**src/sv/fha_pkg.sv**
```systemverilog
// ----------------------------------------------------------------------------
// fha_pkg: shared types and constants
// Status codes, fit strategy codes and sequencer states for the allocator.
// ----------------------------------------------------------------------------
`default_nettype none

package fha_pkg;

    localparam int FREE_ENTRIES_DEF = 16;
    localparam int HEAP_UNITS_DEF   = 65536;

    localparam int ADDR_W   = 16;
    localparam int REQ_W    = 8;
    localparam int STATUS_W = 3;
    localparam int TOPOUT_W = 17;
    localparam int STRAT_W  = 2;

    localparam logic [STRAT_W-1:0] STRAT_FIRST = 2'd0;
    localparam logic [STRAT_W-1:0] STRAT_BEST  = 2'd1;
    localparam logic [STRAT_W-1:0] STRAT_WORST = 2'd2;

    typedef enum logic [STATUS_W-1:0] {
        ST_REUSED     = 3'd0,
        ST_GREW       = 3'd1,
        ST_HEAP_FULL  = 3'd2,
        ST_FREED      = 3'd3,
        ST_TABLE_FULL = 3'd4
    } status_t;

    typedef enum logic [1:0] {
        S_IDLE,
        S_SCAN,
        S_APPLY,
        S_DONE
    } state_t;

endpackage

`default_nettype wire

```
**src/sv/fha_cell.sv**
```systemverilog
// ----------------------------------------------------------------------------
// fha_cell: one free table entry
// Holds valid, start and length; takes its neighbor's entry on every shift.
// ----------------------------------------------------------------------------
`default_nettype none

module fha_cell #(
    parameter int TOP_W = 17
) (
    input  wire              aclk,
    input  wire              aresetn,
    input  wire              shift_en,
    input  wire              in_valid,
    input  wire [TOP_W-1:0]  in_start,
    input  wire [TOP_W-1:0]  in_len,
    output logic             out_valid,
    output logic [TOP_W-1:0] out_start,
    output logic [TOP_W-1:0] out_len
);

    logic             valid_reg;
    logic [TOP_W-1:0] start_reg;
    logic [TOP_W-1:0] len_reg;

    always_ff @(posedge aclk) begin
        if (!aresetn) begin
            valid_reg <= 1'b0;
        end else if (shift_en) begin
            valid_reg <= in_valid;
        end
    end

    always_ff @(posedge aclk) begin
        if (shift_en) begin
            start_reg <= in_start;
            len_reg   <= in_len;
        end
    end

    assign out_valid = valid_reg;
    assign out_start = start_reg;
    assign out_len   = len_reg;

endmodule

`default_nettype wire

```
**src/sv/fit_strategy_heap_allocator.sv**
```systemverilog
// From input transfer to result valid the sequencer passes the scan, apply and done states.
// A new item is taken only in idle, once the last one is done; the free table is a ring of
// cells rotated once to scan and once more to apply the update.
// A new item is taken while the previous result still waits on m_ready.
// Reset: synchronous, active low; empties the table, clears heap top and strategy.
// ----------------------------------------------------------------------------
// fit_strategy_heap_allocator: first/best/worst fit heap allocator
// Ring of entry cells scanned at the tail cell; split, merge and insert applied
// on the second rotation as each entry passes back into the head cell.
// ----------------------------------------------------------------------------
`default_nettype none

module fit_strategy_heap_allocator #(
    parameter int FREE_ENTRIES = fha_pkg::FREE_ENTRIES_DEF,
    parameter int HEAP_UNITS   = fha_pkg::HEAP_UNITS_DEF
) (
    input  wire                          aclk,
    input  wire                          aresetn,
    input  wire                          cfg_wr_en,
    input  wire [fha_pkg::STRAT_W-1:0]   cfg_wr_data,
    input  wire                          s_valid,
    output logic                         s_ready,
    input  wire                          s_action,
    input  wire [fha_pkg::REQ_W-1:0]     s_request_length,
    input  wire [fha_pkg::ADDR_W-1:0]    s_free_address,
    output logic                         m_valid,
    input  wire                          m_ready,
    output logic [fha_pkg::ADDR_W-1:0]   m_granted_address,
    output logic [fha_pkg::STATUS_W-1:0] m_status,
    output logic [fha_pkg::TOPOUT_W-1:0] m_heap_top_now
);
    import fha_pkg::*;

    localparam int TOP_W = $clog2(HEAP_UNITS + 1);
    localparam int IW    = $clog2(FREE_ENTRIES);
    localparam logic [IW-1:0]    LAST_IDX = IW'(FREE_ENTRIES - 1);
    localparam logic [TOP_W+1:0] CAP      = (TOP_W+2)'(HEAP_UNITS);

    // ring taps
    logic             cv [FREE_ENTRIES];
    logic [TOP_W-1:0] cs [FREE_ENTRIES];
    logic [TOP_W-1:0] cl [FREE_ENTRIES];
    logic             hv;
    logic [TOP_W-1:0] hs, hl;
    logic             shift_en;

    genvar g;
    generate
        for (g = 0; g < FREE_ENTRIES; g++) begin : g_cell
            if (g == 0) begin : g_head
                fha_cell #(.TOP_W(TOP_W)) u_cell (
                    .aclk, .aresetn, .shift_en,
                    .in_valid(hv), .in_start(hs), .in_len(hl),
                    .out_valid(cv[g]), .out_start(cs[g]), .out_len(cl[g])
                );
            end else begin : g_body
                fha_cell #(.TOP_W(TOP_W)) u_cell (
                    .aclk, .aresetn, .shift_en,
                    .in_valid(cv[g-1]), .in_start(cs[g-1]), .in_len(cl[g-1]),
                    .out_valid(cv[g]), .out_start(cs[g]), .out_len(cl[g])
                );
            end
        end
    endgenerate

    state_t state_reg, state_next;
    logic [STRAT_W-1:0] strat_reg;
    logic [TOP_W-1:0]   heap_top_reg, heap_top_next;
    logic [IW-1:0]      idx_reg;

    // request
    logic               act_reg;
    logic [REQ_W:0]     need_reg;
    logic [TOP_W-1:0]   addr_reg, flen_reg;
    logic [TOP_W:0]     end_reg;
    logic               inheap_reg;

    // scan results
    logic               best_ok_reg, pred_ok_reg, succ_ok_reg, slot_ok_reg;
    logic [IW-1:0]      best_idx_reg, pred_idx_reg, succ_idx_reg, slot_idx_reg;
    logic [TOP_W-1:0]   best_start_reg, best_len_reg, succ_len_reg;

    // result register
    logic               m_valid_reg;
    logic [ADDR_W-1:0]  gaddr_reg;
    logic [STATUS_W-1:0] status_reg;
    logic [TOPOUT_W-1:0] top_out_reg;

    // tail entry seen by the scan
    logic             tv;
    logic [TOP_W-1:0] ts, tl;
    assign tv = cv[FREE_ENTRIES-1];
    assign ts = cs[FREE_ENTRIES-1];
    assign tl = cl[FREE_ENTRIES-1];

    logic [TOP_W-1:0] need_w;
    assign need_w = TOP_W'(need_reg);

    logic fit, better;
    always_comb begin
        fit = tv && (tl >= need_w);
        case (strat_reg)
            STRAT_BEST:  better = (tl < best_len_reg) ||
                                  ((tl == best_len_reg) && (ts <= best_start_reg));
            STRAT_WORST: better = (tl > best_len_reg) ||
                                  ((tl == best_len_reg) && (ts <= best_start_reg));
            default:     better = (ts <= best_start_reg);
        endcase
    end

    // accept-time clip of the freed block to the heap top
    logic [TOP_W-1:0] in_addr, room, in_need, in_flen;
    assign in_addr = TOP_W'(s_free_address);
    assign in_need = TOP_W'(s_request_length) + TOP_W'(1);
    assign room    = heap_top_reg - in_addr;
    assign in_flen = (in_need > room) ? room : in_need;

    // final decisions
    logic grow_ok;
    assign grow_ok = ({1'b0, heap_top_reg} + (TOP_W+1)'(need_reg)) <= (TOP_W+1)'(HEAP_UNITS);

    // apply path: modify tail entry on its way into the head cell
    logic [TOP_W+1:0] merged;
    always_comb begin
        hv = tv;
        hs = ts;
        hl = tl;
        merged = (TOP_W+2)'(tl) + (TOP_W+2)'(flen_reg);
        if (state_reg == S_APPLY) begin
            if (!act_reg) begin
                if (best_ok_reg && idx_reg == best_idx_reg) begin
                    if (tl == need_w) begin
                        hv = 1'b0;
                    end else begin
                        hs = ts + need_w;
                        hl = tl - need_w;
                    end
                end
            end else if (inheap_reg) begin
                if (pred_ok_reg) begin
                    if (idx_reg == pred_idx_reg) begin
                        if (succ_ok_reg) begin
                            merged = merged + (TOP_W+2)'(succ_len_reg);
                        end
                        hl = (merged > CAP) ? TOP_W'(CAP) : TOP_W'(merged);
                    end else if (succ_ok_reg && idx_reg == succ_idx_reg) begin
                        hv = 1'b0;
                    end
                end else if (succ_ok_reg) begin
                    if (idx_reg == succ_idx_reg) begin
                        hs = addr_reg;
                        hl = (merged > CAP) ? TOP_W'(CAP) : TOP_W'(merged);
                    end
                end else if (slot_ok_reg && idx_reg == slot_idx_reg) begin
                    hv = 1'b1;
                    hs = addr_reg;
                    hl = flen_reg;
                end
            end
        end
    end

    assign shift_en = (state_reg == S_SCAN) || (state_reg == S_APPLY);
    assign s_ready  = (state_reg == S_IDLE);

    always_comb begin
        state_next    = state_reg;
        heap_top_next = heap_top_reg;
        case (state_reg)
            S_IDLE:  if (s_valid) state_next = S_SCAN;
            S_SCAN:  if (idx_reg == '0) state_next = S_APPLY;
            S_APPLY: if (idx_reg == '0) state_next = S_DONE;
            S_DONE: begin
                if (!m_valid_reg || m_ready) begin
                    state_next = S_IDLE;
                    if (!act_reg && !best_ok_reg && grow_ok) begin
                        heap_top_next = heap_top_reg + need_w;
                    end
                end
            end
            default: state_next = S_IDLE;
        endcase
    end

    always_ff @(posedge aclk) begin
        if (!aresetn) begin
            state_reg    <= S_IDLE;
            strat_reg    <= STRAT_FIRST;
            heap_top_reg <= '0;
            m_valid_reg  <= 1'b0;
        end else begin
            state_reg    <= state_next;
            heap_top_reg <= heap_top_next;
            if (cfg_wr_en) begin
                strat_reg <= cfg_wr_data;
            end
            if (state_reg == S_DONE && state_next == S_IDLE) begin
                m_valid_reg <= 1'b1;
            end else if (m_ready) begin
                m_valid_reg <= 1'b0;
            end
        end
    end

    always_ff @(posedge aclk) begin
        case (state_reg)
            S_IDLE: begin
                idx_reg     <= LAST_IDX;
                act_reg     <= s_action;
                need_reg    <= (REQ_W+1)'(s_request_length) + (REQ_W+1)'(1);
                addr_reg    <= in_addr;
                flen_reg    <= in_flen;
                end_reg     <= (TOP_W+1)'(in_addr) + (TOP_W+1)'(in_flen);
                inheap_reg  <= in_addr < heap_top_reg;
                best_ok_reg <= 1'b0;
                pred_ok_reg <= 1'b0;
                succ_ok_reg <= 1'b0;
                slot_ok_reg <= 1'b0;
            end
            S_SCAN: begin
                // scan runs from the highest index down; ties go to the lower start address
                idx_reg <= (idx_reg == '0) ? LAST_IDX : idx_reg - IW'(1);
                if (fit && (!best_ok_reg || better)) begin
                    best_ok_reg    <= 1'b1;
                    best_idx_reg   <= idx_reg;
                    best_start_reg <= ts;
                    best_len_reg   <= tl;
                end
                if (tv && ((TOP_W+1)'(ts) + (TOP_W+1)'(tl)) == (TOP_W+1)'(addr_reg)) begin
                    pred_ok_reg  <= 1'b1;
                    pred_idx_reg <= idx_reg;
                end
                if (tv && (TOP_W+1)'(ts) == end_reg) begin
                    succ_ok_reg  <= 1'b1;
                    succ_idx_reg <= idx_reg;
                    succ_len_reg <= tl;
                end
                if (!tv) begin
                    slot_ok_reg  <= 1'b1;
                    slot_idx_reg <= idx_reg;
                end
            end
            S_APPLY: begin
                idx_reg <= idx_reg - IW'(1);
            end
            S_DONE: begin
                if (!m_valid_reg || m_ready) begin
                    top_out_reg <= TOPOUT_W'(heap_top_next);
                    if (!act_reg) begin
                        if (best_ok_reg) begin
                            gaddr_reg  <= ADDR_W'(best_start_reg);
                            status_reg <= ST_REUSED;
                        end else if (grow_ok) begin
                            gaddr_reg  <= ADDR_W'(heap_top_reg);
                            status_reg <= ST_GREW;
                        end else begin
                            gaddr_reg  <= '0;
                            status_reg <= ST_HEAP_FULL;
                        end
                    end else begin
                        gaddr_reg <= '0;
                        if (inheap_reg && !pred_ok_reg && !succ_ok_reg && !slot_ok_reg) begin
                            status_reg <= ST_TABLE_FULL;
                        end else begin
                            status_reg <= ST_FREED;
                        end
                    end
                end
            end
            default: ;
        endcase
    end

    assign m_valid           = m_valid_reg;
    assign m_granted_address = gaddr_reg;
    assign m_status          = status_reg;
    assign m_heap_top_now    = top_out_reg;

endmodule

`default_nettype wire

```
**config.mk**
```make
export PLATFORM = sky130hd
export DESIGN_NAME = fit_strategy_heap_allocator
export DESIGN_NICKNAME = d
export VERILOG_FILES = /design/src/sv/fha_pkg.sv /design/src/sv/fha_cell.sv /design/src/sv/fit_strategy_heap_allocator.sv
export SDC_FILE = /design/constraint.sdc
export NUM_CORES = 1
export LEC_CHECK = 0
export ABC_AREA = 0
export BUFFER_PORTS_ARGS = -buffer_cell sky130_fd_sc_hd__clkbuf_2
export CAP_MARGIN = 15
export CORE_ASPECT_RATIO = 0.8
export CORE_MARGIN = 2
export CORE_UTILIZATION = 30
export CTS_BUF_LIST = sky130_fd_sc_hd__clkbuf_8
export CTS_CLUSTER_DIAMETER = 60
export CTS_CLUSTER_SIZE = 14
export DETAILED_ROUTE_END_ITERATION = 8
export GPL_TIMING_DRIVEN = 0
export PLACE_DENSITY = 0.47
export SYNTH_ARGS = -nofsm -noshare
export SYNTH_HDL_FRONTEND = slang
export SYNTH_SLANG_ARGS = --single-unit
```
**constraint.sdc**
```tcl
create_clock -name aclk -period 13.64 [get_ports aclk]
set_input_delay 2.728 -clock aclk [delete_from_list [all_inputs] [get_ports aclk]]
set_output_delay 2.728 -clock aclk [all_outputs]
set_load 0.05 [all_outputs]
```
# ---- After elaboration in Yosys (flattened, before gate mapping)
# Cells that the tools add are included.
dict set report classes {
  n_addsub 12
  magnitude_cmp 9
  n_eq_ne 17
  muxes 65
  bitwise 1
  reduce_logical 40
}
# op n
set ops {}
lappend ops {{two-way mux 17 bit} 25}
lappend ops {{two-way mux 19 bit} 6}
lappend ops {{adder 17 x 17 -> 18 bit} 2}
lappend ops {{adder 17 x 9 -> 17 bit} 2}
lappend ops {{two-way mux 16 bit} 2}
lappend ops {{adder 18 x 17 -> 19 bit} 1}
lappend ops {{greater-than comparator 19 x 17 -> 1 bit (second input constant)} 1}
lappend ops {{adder 16 x 17 -> 18 bit} 1}
lappend ops {{adder 17 x 9 -> 18 bit} 1}
lappend ops {{adder 8 x 1 -> 9 bit (second input constant)} 2}
lappend ops {{equality test 17 x 18 -> 1 bit} 1}
lappend ops {{equality test 18 x 16 -> 1 bit} 1}
lappend ops {{greater-than comparator 18 x 17 -> 1 bit (second input constant)} 1}
lappend ops {{<= comparator 18 x 17 -> 1 bit (second input constant)} 1}
lappend ops {{AND reduction 2 bit} 9}
lappend ops {{equality test 17 bit} 1}
lappend ops {{equality test 17 x 9 -> 1 bit} 1}
lappend ops {{greater-or-equal comparator 17 x 9 -> 1 bit} 1}
lappend ops {{greater-than comparator 17 bit} 1}
lappend ops {{greater-than comparator 9 x 17 -> 1 bit} 1}
lappend ops {{<= comparator 17 bit} 1}
lappend ops {{< comparator 16 x 17 -> 1 bit} 1}
lappend ops {{< comparator 17 bit} 1}
lappend ops {{subtractor 17 x 16 -> 17 bit} 1}
lappend ops {{other kinds (22)} 79}
dict set report word_totals {
  regBits 755
  inputBits 32
  output_inout_bits 38
}

# ---- Logic depth before layout (Yosys ltp)
dict set report depth {
  ltp_word 15
  mapped_depth 32
  ltp_nobuf 31
}

# ---- Cells and area by module
# A second synthesis with hierarchy kept.
dict set report unflattened {
  hier_cells 2390
  hier_area_um2 33574.7
}
# module instances cells_per_inst area_each_um2 seq_area_each_um2
set by_module_without_submodules {}
lappend by_module_without_submodules {fha_cell 16 37 1057.3 1041.0}
lappend by_module_without_submodules {fit_strategy_heap_allocator 1 1798 16658.5 5635.4}

# ---- Least setup slack after synthesis
# OpenSTA, ideal clock, no wires.
dict set report synth_path {
  kind {reg2reg}
  start {register state_reg[0]}
  end {register g_cell[13].g_body.u_cell.valid_reg}
  arrival_time_ps 12721
  setup_slack_ps 792
  stages_incl_launch_ff 6
  path_cell_list {dfxtp_1 -> inv_1 -> ha_1 -> buf_1 -> mux2i_1 -> nor2_1}
}
dict set report synth_via {
  elab_chain_len 2
  word_cells_on_any_way 3
}
# element line_no
set synth_lines {}
lappend synth_lines {{start: declaration} fit_strategy_heap_allocator.sv:66} ;# state_t state_reg, state_next;
lappend synth_lines {{start signal: assignment} fit_strategy_heap_allocator.sv:192} ;# state_reg <= state_next;
lappend synth_lines {{equality test 2 x 1 -> 1 bit or equality test 2 bit (tied branches)} fit_strategy_heap_allocator.sv:163} ;# assign shift_en = (state_reg == S_SCAN) || (state_reg == S_APPLY);
lappend synth_lines {{logical OR 1 bit *} fit_strategy_heap_allocator.sv:163}
lappend synth_lines {{end signal: assignment} fha_cell.sv:29} ;# valid_reg <= in_valid;
lappend synth_lines {{end: declaration} fha_cell.sv:21} ;# logic valid_reg;
# Mark *: on every way between the ends. The rest lies on a longest branch, timed or not.
# A chain may end at the register's enable or synchronous reset.

# ---- Worst setup path in the final report
dict set report layout_path {
  start {input s_free_address[0] (netlist name)}
  end {register end_reg[14] (data pin)}
}
dict set report layout_via {
  elab_chain_len 4
}
# element line_no
set layout_lines {}
lappend layout_lines {{start: declaration} fit_strategy_heap_allocator.sv:25} ;# input wire [fha_pkg::ADDR_W-1:0] s_free_address,
lappend layout_lines {{subtractor 17 x 16 -> 17 bit *} fit_strategy_heap_allocator.sv:115} ;# assign room = heap_top_reg - in_addr;
lappend layout_lines {{greater-than comparator 9 x 17 -> 1 bit} fit_strategy_heap_allocator.sv:116} ;# assign in_flen = (in_need > room) ? room : in_need;
lappend layout_lines {{two-way mux 17 bit *} fit_strategy_heap_allocator.sv:116}
lappend layout_lines {{via in_flen[0]} fit_strategy_heap_allocator.sv:112} ;# logic [TOP_W-1:0] in_addr, room, in_need, in_flen;
lappend layout_lines {{adder 16 x 17 -> 18 bit *} fit_strategy_heap_allocator.sv:213} ;# end_reg <= (TOP_W+1)'(in_addr) + (TOP_W+1)'(in_flen);
lappend layout_lines {{end signal: assignment} fit_strategy_heap_allocator.sv:213}
lappend layout_lines {{end: declaration} fit_strategy_heap_allocator.sv:75} ;# logic [TOP_W:0] end_reg;
# Mark *: on every way through the listed nets, which the timed path passes. The rest lies on a longest branch.

==> out/qor_table.md <==
| Stage | Quantity | Value |
|:---|:---|:---|
| detailed routing | Average vias per placed instance | 4.98 |
| worst setup path | Worst EP required | 14.18 ns |
| worst setup path | Critical Path Source | s_free_address[0] |
| clock tree | TritonCTS clock tree | built |
| min path | Worst min-delay path startpoint | g_cell[12].g_body.u_cell.out_start[16]$_DFFE_PN_ |
| synth | Proportion of synthesized flip-flops having asynchronous set or reset | 0 |
| floorplan | Width of the chip | 378 um |
| worst setup path | Max incr delay on CP | 0.41 ns |
| detailed routing | Total via count in the routed design | 20600 |
| clock tree | Root cell of the clock tree | sky130_fd_sc_hd__clkbuf_8 |
| timing | Final-report max-slew violation count | 0 |
| synth | Part of the Yosys area used for sequential elements | 0.665 |
| clock tree | Cells resized by post-CTS repair | 0 |
| detailed routing | Antenna violation net count after detailed routing | 0 |
| synth | Cells after Synth | 2437 |
| worst setup path | Peak fanout along the critical path | 10 |
| pwr | Internal power | 3.55 mW |
| detailed routing | Number of DRC markers in iteration 0 | 1787 |
| detailed routing | Wire length per cell after detailed routing | 21.3 um |
| floorplan | Vertical extent of the die | 303 um |
| clock tree | Num CTS Buffers | 72 |
| worst setup path | Slowest-stage cell, CP | sky130_fd_sc_hd__fa_1 |
| min path | Worst Hold Depth | 0 |
| detailed routing | Routed Wire Length | 88.4 mm |
| pwr | Combinational Power Share | 0.143 |
| timing | Tightest Pin Transition | 1.06 ns |
| final layout | Finished layout cell area | 0.0375 sq mm |
| timing | Final hold vios | 0 |
| floorplan | Starting utilization of the core area | 0.303 |
| clock tree | Reg clk slew, reported paths | 0.10 ns |
| synth | Number of distinct standard cells referenced by the synthesized netlist | 86 |
| clock tree | Clk Latency, worst-skew pair | 0.79 ns |
| worst setup path | CP Depth | 32 |
| min path | Min-Delay Path Class | reg2reg |
| synth | Area of the mapped netlist | 0.0335 sq mm |
| worst setup path | Startpoint class of the critical path | input pin |
| timing | RSZ-0062 raised after global routing | false |
| timing | Relative max-transition margin | 0.290 |
| placed design | Worst slack, placed | 4.09 ns |
| worst setup path | Worst reg2reg startpoint | g_cell[15].g_body.u_cell.out_len[1]$_DFFE_PN_ |
| timing | Ratio of final minimum period to clock period | 0.643 |
| pwr | Peak supply drop | 0.0678 mV |
| timing | Final Critical Period | 8.77 ns |
| timing | Peak clock frequency supported by timing | 114 MHz |
| worst setup path | Setup crit end kind | register |
| worst setup path | Most numerous cell on the critical path | sky130_fd_sc_hd__o21ai_0 |
| timing | Clock tree skew after final layout | 0.0472 ns |
| clock tree | Max H-tree Level | 3 |
| synth | Portion of synthesized cell area occupied by the leading cell type | 0.642 |
| detailed routing | Detailed-router iteration count before antenna repair | 5 |
| pwr | Leakage component of the power | 13.2 nW |
| worst setup path | Arrival @ worst endpoint | 9.32 ns |
| pwr | Switching power as a share of total power | 0.273 |
| global route | First-pass GRT wire length | 131 mm |
| pwr | Clk pwr share | 0.282 |
| final layout | Share of post-route cells with drive strength above 1 | 0.0913 |
| clock tree | CTS sink count | 755 |
| global route | Antenna violations before repair | 6 |
| floorplan | Number of primary I/O pins | 70 |
| final layout | Fill cells | 10800 |
| placed design | Port-buffer cells | 68 |
| final layout | Multi-input combinational cell area | 0.0105 sq mm |
| floorplan | Total Die Area | 0.114 sq mm |
| timing | Setup tns final | 0 ns |
| pwr | Overall power | 4.89 mW |
| synth | Cell types occupying the most area after synthesis | sky130_fd_sc_hd__edfxtp_1 (64%), sky130_fd_sc_hd__ha_1 (6.0%), sky130_fd_sc_hd__dfxtp_1 (2.3%), sky130_fd_sc_hd__xnor2_1 (2.1%), sky130_fd_sc_hd__a21oi_1 (1.8%) |
| global route | Largest net degree at the start of global routing | 79 |
| timing | Worst setup slack after layout | 4.87 ns |
| pwr | Cell Pwr Density | 130 mW/mm^2 |
| global route | Vias in the first global route | 19900 |
| placed design | Placed standard-cell area | 0.0361 sq mm |
| synth | Count of yosys warnings during synthesis | 0 |
| final layout | Final nets | 2812 |
| worst setup path | Cell class contributing the biggest share of worst-path delay | compound AO/OA/AOI/OAI gates |
| final layout | Sequential cell area in the final layout | 0.0223 sq mm |
| synth | Mean cell area of the mapped netlist | 13.8 sq um |
| placed design | Cell total after placement | 4033 |
| worst setup path | R2R cell count | 20 |
| synth | Primary flip-flop cell chosen by synthesis mapping | sky130_fd_sc_hd__edfxtp_1 |
| placed design | HPWL after detailed placement | 64.6 mm |
| final layout | Area growth from synthesis to layout | 11.9% |
| global route | Total routing resource utilization after global routing | 0.155 |
| pwr | Sequential share of power | 0.575 |
| run status | Status | finished clean |
| synth | Cell taking the most area after synthesis | sky130_fd_sc_hd__edfxtp_1 |
| final layout | Finished Layout Cells | 4146 |
| timing | Setup Viol. Count Final | 0 |
| synth | Number of enable flip-flop cells after synthesis | 717 |
| synth | Flop and latch count out of synthesis | 755 |
| clock tree | Hold_buf cts | 0 |
| global route | Overflow after GRT | 0 |
| worst setup path | Buffer and inverter count on the worst path | 4 |
| worst setup path | Type of the worst setup path | in2reg |
| pwr | Switching pwr | 1.34 mW |
| placed design | Final RePlAce weighted congestion | 0.876 |
| clock tree | Number of setup buffers added after CTS | 0 |
| floorplan | Cell Rows | 109 |
| detailed routing | Post-route DRC | 0 |
| clock tree | Buffer levels on the longest clock path | 3 |
| floorplan | Standard cell core area | 0.111 sq mm |
| job | Number of max-cap violations | 0 |
stage by stage:
stage          hold slack [ns]  utilization
2_1_floorplan            0.400            -
3_3_place_gp             0.401        0.324
3_5_place_dp             0.405        0.327
4_1_cts                  0.400        0.339
5_1_grt                  0.407        0.339
6_report                 0.393        0.339
cell usage after synthesis, types with 25 or more instances:
master                     number
sky130_fd_sc_hd__o211ai_1      25
sky130_fd_sc_hd__xnor2_1       81
sky130_fd_sc_hd__a211oi_1      25
sky130_fd_sc_hd__nand3_1       41
sky130_fd_sc_hd__o21ai_0      114
sky130_fd_sc_hd__a21oi_1      121
sky130_fd_sc_hd__nor2_1       131
sky130_fd_sc_hd__o21a_1        38
sky130_fd_sc_hd__dfxtp_1       38
sky130_fd_sc_hd__nand4_1       27
sky130_fd_sc_hd__ha_1         162
sky130_fd_sc_hd__mux2i_1       42
sky130_fd_sc_hd__a21o_1        36
sky130_fd_sc_hd__nand2b_1      28
sky130_fd_sc_hd__inv_1        132
sky130_fd_sc_hd__clkbuf_1      60
sky130_fd_sc_hd__nand2_1      151
sky130_fd_sc_hd__xor2_1        41
sky130_fd_sc_hd__a31oi_1       26
sky130_fd_sc_hd__edfxtp_1     717
sky130_fd_sc_hd__nor3_1        45
power groups by stage:
| stage | clock network [mW] | registers [mW] | logic, mW |
|---|---|---|---|
| floorplan | 0 | 2.87 | 0.480 |
| global placement | 0 | 2.95 | 0.670 |
| detailed placement | 0 | 2.86 | 0.691 |
| CTS | 1.46 | 2.81 | 0.696 |
| global route | 1.53 | 2.82 | 0.772 |
| finish | 1.38 | 2.81 | 0.700 |
cells in the final DEF (no fill, tap or decap), drive strengths merged, types with 27 or more instances in the layout:
master	n
edfxtp	717
clkbuf	202
ha	162
nand2	151
inv	149
nor2	131
a21oi	122
o21ai	117
xnor2	81
nor3	46
mux2i	42
nand3	41
xor2	41
o21a	38
dfxtp	38
a21o	36
nand2b	28
nand4	27
buf	27
area by class of cell:
cell class                 instances  area share
sequential                       755       0.594
multi-input combinational       1492       0.281
tap                             1498      0.0499
clock buffer                      73      0.0268
timing repair buffer              84      0.0179
inverter                         133      0.0133
clock inverter                    32     0.00930
buffer                            72     0.00774
antenna                            7    0.000467
worst paths after layout:
path                                                       to  slack, ns
max                                     end_reg[14]$_DFFE_PP_       4.87
min          g_cell[13].g_body.u_cell.out_start[16]$_DFFE_PN_       0.39
min reg2reg  g_cell[13].g_body.u_cell.out_start[16]$_DFFE_PN_       0.39
max reg2reg     g_cell[0].g_head.u_cell.out_len[10]$_DFFE_PN_       6.10
kinds of logic after synthesis:
group | after synthesis | synth area share
DFF | 755 | 0.665
and+or+nand+nor | 572 | 0.0869
other | 1 | 0.000112
buffers and inverters | 205 | 0.0236
AOI/OAI and AO/OA | 563 | 0.113
muxes | 49 | 0.0149
xor gates and xnor gates | 122 | 0.0319
adders and majority gates | 170 | 0.0652
per-layer routing:
layer / wire, um / vias to the layer above / global-route usage
li1: - / 9623 / -
met1: 45700 / 10300 / 0.242
met2: 36000 / 555 / 0.218
met3: 4420 / 132 / 0.0264
met4: 2260 / 0 / 0.0454
met5: 0 / - / 0
Note: power is estimated with default switching activity, not from simulation.
